## config.mk

```make
export PLATFORM = sky130hd
export DESIGN_NAME = rfat_div
export DESIGN_NICKNAME = d
export VERILOG_FILES = /design/src/rtl/core/rfat_pkg.sv /design/src/rtl/core/rfat_div.sv
export SDC_FILE = /design/constraint.sdc
export NUM_CORES = 1
export LEC_CHECK = 0
export BUFFER_PORTS_ARGS = -buffer_cell sky130_fd_sc_hd__buf_4
export CORE_UTILIZATION = 54
export DETAILED_ROUTE_END_ITERATION = 8
export HOLD_SLACK_MARGIN = 0.06
export PLACE_DENSITY = 0.81
export REMOVE_ABC_BUFFERS = 1
export SYNTH_ARGS = -nofsm -noshare
export SYNTH_HDL_FRONTEND = slang
export SYNTH_SLANG_ARGS = --single-unit
```

## constraint.sdc

```tcl
create_clock -name clock -period 3.26 [get_ports clock]
set_input_delay 0.652 -clock clock [delete_from_list [all_inputs] [get_ports clock]]
set_output_delay 0.652 -clock clock [all_outputs]
set_load 0.1 [all_outputs]
```

## src/rtl/core/rfat_pkg.sv

```systemverilog
// shared types, constants and coefficient tables for the relay autotuner
// no dependencies
package rfat_pkg;

   localparam int SampleWidthDef  = 16;
   localparam int GainFracBitsDef = 16;
   localparam int TotalWidth      = 40;
   localparam int GainWidth       = 32;
   localparam int TimeWidth       = 32;

   localparam logic [1:0] ST_IDLE    = 2'd0;
   localparam logic [1:0] ST_TUNING  = 2'd1;
   localparam logic [1:0] ST_DONE    = 2'd2;
   localparam logic [1:0] ST_TIMEOUT = 2'd3;

   localparam logic [2:0] CSR_TARGET  = 3'd0;
   localparam logic [2:0] CSR_HYST    = 3'd1;
   localparam logic [2:0] CSR_DHIGH   = 3'd2;
   localparam logic [2:0] CSR_DLOW    = 3'd3;
   localparam logic [2:0] CSR_RULE    = 3'd4;
   localparam logic [2:0] CSR_CYCLES  = 3'd5;
   localparam logic [2:0] CSR_TIMEOUT = 3'd6;

   // divider request: 64-bit dividend over 40-bit divisor
   typedef struct packed {
      logic        start;
      logic [63:0] dividend;
      logic [39:0] divisor;
   } div_req_type;

   typedef struct packed {
      logic        done;
      logic [63:0] quotient;
      logic [39:0] remainder;
   } div_rsp_type;

   function automatic logic [23:0] rule_kc(input logic [1:0] r);
      case (r)
         2'd0: rule_kc = 24'd12816849;
         2'd1: rule_kc = 24'd14952990;
         2'd2: rule_kc = 24'd7049267;
         default: rule_kc = 24'd4272283;
      endcase
   endfunction

   function automatic logic [11:0] rule_ki(input logic [1:0] r);
      rule_ki = (r == 2'd1) ? 12'd2500 : 12'd2000;
   endfunction

   function automatic logic [5:0] rule_tdn(input logic [1:0] r);
      case (r)
         2'd0: rule_tdn = 6'd1;
         2'd1: rule_tdn = 6'd3;
         default: rule_tdn = 6'd33;
      endcase
   endfunction

   function automatic logic [16:0] rule_tdd(input logic [1:0] r);
      case (r)
         2'd0: rule_tdd = 17'd8000;
         2'd1: rule_tdd = 17'd20000;
         default: rule_tdd = 17'd100000;
      endcase
   endfunction

endpackage

```

## src/rtl/core/rfat_div.sv

```systemverilog
// shared restoring divider, one quotient bit per cycle
// depends on rfat_pkg
module rfat_div
   import rfat_pkg::*;
(
   input  logic        clock,
   input  logic        reset,
   input  div_req_type req,
   output div_rsp_type rsp
);

   logic [63:0] quo_ff, quo_in;
   logic [40:0] rem_ff, rem_in;
   logic [39:0] den_ff, den_in;
   logic [6:0]  cnt_ff, cnt_in;
   logic        busy_ff, busy_in;
   logic        done_ff, done_in;
   logic [40:0] shifted;
   logic [40:0] diff;

   always_comb begin
      quo_in  = quo_ff;
      rem_in  = rem_ff;
      den_in  = den_ff;
      cnt_in  = cnt_ff;
      busy_in = busy_ff;
      done_in = 1'b0;
      shifted = {rem_ff[39:0], quo_ff[63]};
      diff    = shifted - {1'b0, den_ff};
      if (req.start) begin
         quo_in  = req.dividend;
         rem_in  = '0;
         den_in  = req.divisor;
         cnt_in  = 7'd0;
         busy_in = 1'b1;
      end else if (busy_ff) begin
         if (!diff[40]) begin
            rem_in = diff;
            quo_in = {quo_ff[62:0], 1'b1};
         end else begin
            rem_in = shifted;
            quo_in = {quo_ff[62:0], 1'b0};
         end
         cnt_in = cnt_ff + 7'd1;
         if (cnt_ff == 7'd63) begin
            busy_in = 1'b0;
            done_in = 1'b1;
         end
      end
   end

   always_ff @(posedge clock) begin
      if (reset) begin
         busy_ff <= 1'b0;
         done_ff <= 1'b0;
         cnt_ff  <= '0;
      end else begin
         busy_ff <= busy_in;
         done_ff <= done_in;
         cnt_ff  <= cnt_in;
      end
      quo_ff <= quo_in;
      rem_ff <= rem_in;
      den_ff <= den_in;
   end

   assign rsp.done      = done_ff;
   assign rsp.quotient  = quo_ff;
   assign rsp.remainder = rem_ff[39:0];

endmodule

```

## After elaboration in Yosys (flattened, before gate mapping)

Index checks and enable logic that the tools add are counted.

- Register bits: 153
- Input bits: 107
- Output and inout port bits: 105
- Logic and storage cells: 21

- Add/sub/neg operators: 2
- Equality and inequality tests: 1
- Multiplexer cells: 8
- Bitwise operators: 1
- Reduce and logical (&&, ||, !) cells: 3

Operator list:

| operator | count |
|---|---|
| $mux W64 | 2 |
| $sub A41 B40 Y41 | 1 |
| $mux W40 | 1 |
| $add A7 B1 Y7 const B | 1 |
| $eq A7 B6 Y1 const B | 1 |
| $mux W1 | 5 |
| $reduce_or A3 Y1 | 1 |
| $reduce_bool A2 Y1 | 1 |
| $reduce_or A2 Y1 | 1 |
| $not A1 Y1 | 1 |

## Depth between registers and ports, before layout

- Depth after elaboration: 4
- Mapped depth: 13
- Depth with buffers taken out: 12

## Worst setup path after synthesis

OpenSTA, ideal clock, no wires.

- Path type: register -> register
- Start: register rem_ff[18]
- End: register rem_ff[32]
- Library setup time: 0.091 ns
- Data arrival time: 3.560 ns
- Data required time: 3.169 ns
- Slack: -0.391 ns
- Cell stages (with the launch flop): 13
- Path buffers: 2
- Period minus slack after synthesis: 3.651 ns
- Path through: dfxtp_1 > ha_1 > clkbuf_2 > nand4_1 > or2_1 > or3_1 > a311o_1 > nand3_2 > mux2i_2 > and2_4 > buf_2 > nand2_1 > a311oi_1

- Cells in the longest elaborated chain, start to end: 2

RTL lines:

| element | RTL line | RTL |
|---|---|---|
| start: declaration | rfat_div.sv:13 | `logic [40:0] rem_ff, rem_in;` |
| start signal: assignment | rfat_div.sv:63 | `rem_ff <= rem_in;` |
| $sub A41 B40 Y41 | rfat_div.sv:29 | `diff = shifted - {1'b0, den_ff};` |
| $mux W40 | rfat_div.sv:37 | `if (!diff[40]) begin` |

Every way passes these cells.
A chain may end at the register's enable or synchronous reset.

## Final worst setup path

- Start: register rem_ff[17]
- End: register rem_ff[10]

The elaborated chain is that of the path after synthesis.

==> impl_metrics.py <==
metrics = {
    "logic_synthesis": {
        "ys.flop_type": "edfxtp_1",
        "synth.most_common_cell": "edfxtp_1",
        "yosysTopAreaCell": "edfxtp_1",
        "ys_warn_count": 0,
        "async_flop_share_pct": 0,
        "syn_area_um2": 8440,
        "synth_top_area_share_pct": 37.0,
        "synth_cell_types": 62,
        "yosysSeqAreaShare_pct": 48.6,
        "yosys-top-cells-area": "edfxtp_1 (37%), dfxtp_1 (12%), mux2_2 (8.4%)",
        "synthCells": 792,
        "avgSynthCellArea_um2": 10.7,
        "ys_seq_elements": 153,
        "synth-edff-count": 104,
        "synth_common_cells": "edfxtp_1 (104), mux2_2 (63), a21oi_1 (55), nor2_1 (55), nand2_1 (54)",
    },
    "critical_path": {
        "cp_data_arrival_time_ns": 3.42,
        "reg2reg_to": "rem_ff[10]$_SDFFE_PP0P_",
        "crit_start": "rem_ff[17]$_SDFFE_PP0P_",
        "critical_path_class": "flop to flop",
        "crit_fanout": 14,
        "cp.required_ns": 3.59,
        "end_kind": "flop",
        "slowest_delay_ns": 0.37,
        "cp_cell_sequence": "ha_1, nand4_1, or2_1, or3_1, a311o_1, nand3_2, mux2i_4, nand2_4, buf_12, mux2i_1, a211oi_1",
        "critPathSlowestCell": "or3_1",
        "ff2ff_path_depth": 11,
        "reg2reg_setup_slack_ns": 0.17,
        "r2r_start": "rem_ff[17]$_SDFFE_PP0P_",
        "start_kind": "flop",
    },
    "place": {
        "portBuffers": 211,
        "gp_congestion": 0.909,
        "dp_hpwl_um": 15500,
        "dp_cells": 1189,
    },
    "global_routing": {
        "antenna_found_initial": 0,
        "grt_pass1_vias": 6886,
        "grt_max_degree": 126,
        "grt_pass1_wl_um": 33600,
        "grt-ovfl-total": 0,
        "grtUsageTotal_pct": 26.8,
    },
    "clock_network": {
        "insertion_delay_ns": 0.43,
        "clock-sinks": 153,
        "cts_max_level": 4,
        "cts_root_buffer": "clkbuf_16",
        "ctsHoldBuffers": 0,
        "numCtsBuffers": 17,
        "cts_tree": "built",
        "cts_max_path_buffers": 2,
        "clkTransAtPathRegs_ns": 0.06,
    },
    "timing": {
        "finalHoldViolCount": 0,
        "grt_setup_unrepaired": "yes",
        "tns_ns": 0,
        "fin_hold_ws_ns": 0.372,
        "maxSlewHeadroom_pct": 45.1,
        "finClkSkew_ns": 0.0101,
        "setup_viol": 0,
        "layout_min_cycle_time_ns": 3.09,
        "tightest_slew_ns": 0.824,
        "fmax_ghz": 0.323,
        "final_max_slew_viol_count": 0,
        "period_share_pct": 94.9,
    },
    "drt": {
        "dr.pass1.iters": 5,
        "vias_per_cell": 5.64,
        "top_layer": "met4",
        "wl_per_cell_um": 17.5,
        "initialDrtViolationCount": 473,
        "vias": 6915,
        "drc": 0,
        "routed-wl-met2_um": 11000,
        "drt-total-wl_um": 21500,
        "wl_met1_um": 8660,
        "ant_nets": 0,
        "wl_met3_um": 1500,
    },
    "pwr": {
        "swShare_pct": 37.7,
        "sequentialPowerShare_pct": 36.7,
        "p_sw_mw": 2.44,
        "peakVddDrop_mv": 0.517,
        "clkPwrFrac_pct": 30.3,
        "p_int_mw": 4.04,
        "p_comb_share_pct": 33.0,
        "p_leak_nw": 4.68,
        "power.density_nw_per_um2": 593,
    },
    "floorplan": {
        "start_util_pct": 55.3,
        "pin_count": 212,
        "die-area_um2": 16100,
        "rows": 45,
        "core-area_um2": 15300,
        "die_y_um": 127,
        "dieWidth_um": 127,
    },
    "worst_hold_path": {
        "min_delay_worst_endpoint": "busy_ff$_SDFF_PP0_",
        "min_path_cells": 2,
        "hold_path.class": "input port to flop",
        "min_from": "reset",
    },
    "status": {
        "status": "completed",
    },
    "finish": {
        "diodes": 0,
        "nFillCells": 1111,
        "instances_no_fill": 1227,
        "fin_util_pct": 71.6,
        "drive_gt1_share_pct": 33.6,
        "area.sequential_um2": 4110,
        "syn_to_final_growth_pct": 29.4,
        "multi_input_area_um2": 3980,
        "nNetsFinal": 1152,
    },
    "flow_run": {
        "maxCapViolCount": 0,
    },
}
[metrics by stage]
stage | setup WS, ns | cell area, µm² | total power, mW
floorplan | -0.729 | 8250 | 3.98
global placement | 0.215 | 10300 | 4.50
detailed placement | 0.0799 | 10300 | 4.53
CTS | 0.0760 | 10900 | 6.49
global route | -0.00549 | 10900 | 6.71
finish | 0.166 | 10900 | 6.48
[layout by cell type, fill, tap and decap left out, types with 6 or more instances in the layout]
master | Yosys | layout
o21a_1 | 8 | 8
dfxtp_1 | 49 | 48
nand3_1 | 10 | 10
mux2i_1 | 20 | 20
nand2_1 | 54 | 53
a211oi_1 | 25 | 24
xnor2_1 | 15 | 15
ha_1 | 41 | 41
o211ai_1 | 6 | 6
clkbuf_16 | 0 | 17
buf_4 | 2 | 229
and3_1 | 7 | 7
a31oi_1 | 12 | 12
xor2_1 | 22 | 22
nor2_1 | 55 | 55
or3_1 | 7 | 7
nor2b_1 | 9 | 9
nand4_1 | 12 | 12
o21ai_0 | 31 | 31
nor3_1 | 11 | 11
a21o_1 | 14 | 14
a21oi_1 | 55 | 54
inv_1 | 52 | 52
mux2_2 | 63 | 63
a311oi_1 | 9 | 9
edfxtp_1 | 104 | 104
[area by class of cell]
class | count | share of cell area [%]
sequential | 153 | 37.6
multi-input combinational | 545 | 36.4
timing repair buffer | 233 | 16.5
clock buffer | 20 | 3.99
tap | 211 | 2.42
inverter | 53 | 1.82
clock inverter | 12 | 1.32
[worst max path at each step]
stage,endpoint,slack [ns],cells past startpoint
after floorplan,quo_ff[0]$_DFFE_PP_,-0.73,2
after global placement,rem_ff[20]$_SDFFE_PP0P_,0.21,12
after detailed placement,rem_ff[10]$_SDFFE_PP0P_,0.08,11
after CTS,rem_ff[19]$_SDFFE_PP0P_,0.08,12
after global routing,rem_ff[19]$_SDFFE_PP0P_,-0.005,12
final,rem_ff[10]$_SDFFE_PP0P_,0.17,11
[logic make-up (layout without fill, tap and decap cells)]
kind of cell	after synthesis	in the layout	share of synthesized area (%)
fa+ha+maj	42	42	6.31
flops	153	153	48.6
mux	84	84	10.9
xor+xnor	37	37	3.84
compound gates	193	193	15.0
simple gates	188	189	10.7
buf+inv	95	318	4.64
[registers in the layout (all words and copies together) (netlist names)]
| signal | flops |
|---|---|
| den_ff | 40 |
| done_ff | 1 |
| quo_ff | 64 |
| cnt_ff | 7 |
| busy_ff | 1 |
| rem_ff | 40 |
[power by group through the flow]
stage,Sequential (mW),Combinational [mW],Clock (mW)
after detailed placement,2.42,2.11,0
final,2.38,2.14,1.96
after floorplan,3.30,0.673,0
after CTS,2.38,2.12,1.98
after global placement,2.42,2.09,0
after global routing,2.40,2.25,2.05
[timing repair]
item | in CTS | in global routing
endpoints found under the hold margin | 0 | 0
setup buffers | 0 | 5
resized for setup | 0 | 4
setup endpoints to repair | 0 | 33
[routing by layer]
layer  up-vias  track usage [%]
met4         0             8.61
met2       226             47.6
met3        28             8.58
met1      3297             30.7
met5         -                0
li1       3364                -
[critical path, delay by kind of cell, from the launching register on]
kind / cells / cell delay (ns)
and+or+nand+nor: 5 / 1.11
adders and majority gates: 1 / 0.31
DFF: 1 / 0.34
muxes: 2 / 0.43
AOI/OAI and AO/OA: 2 / 0.59
buffers and inverters: 1 / 0.19
Power figures use the tool's default switching activity.
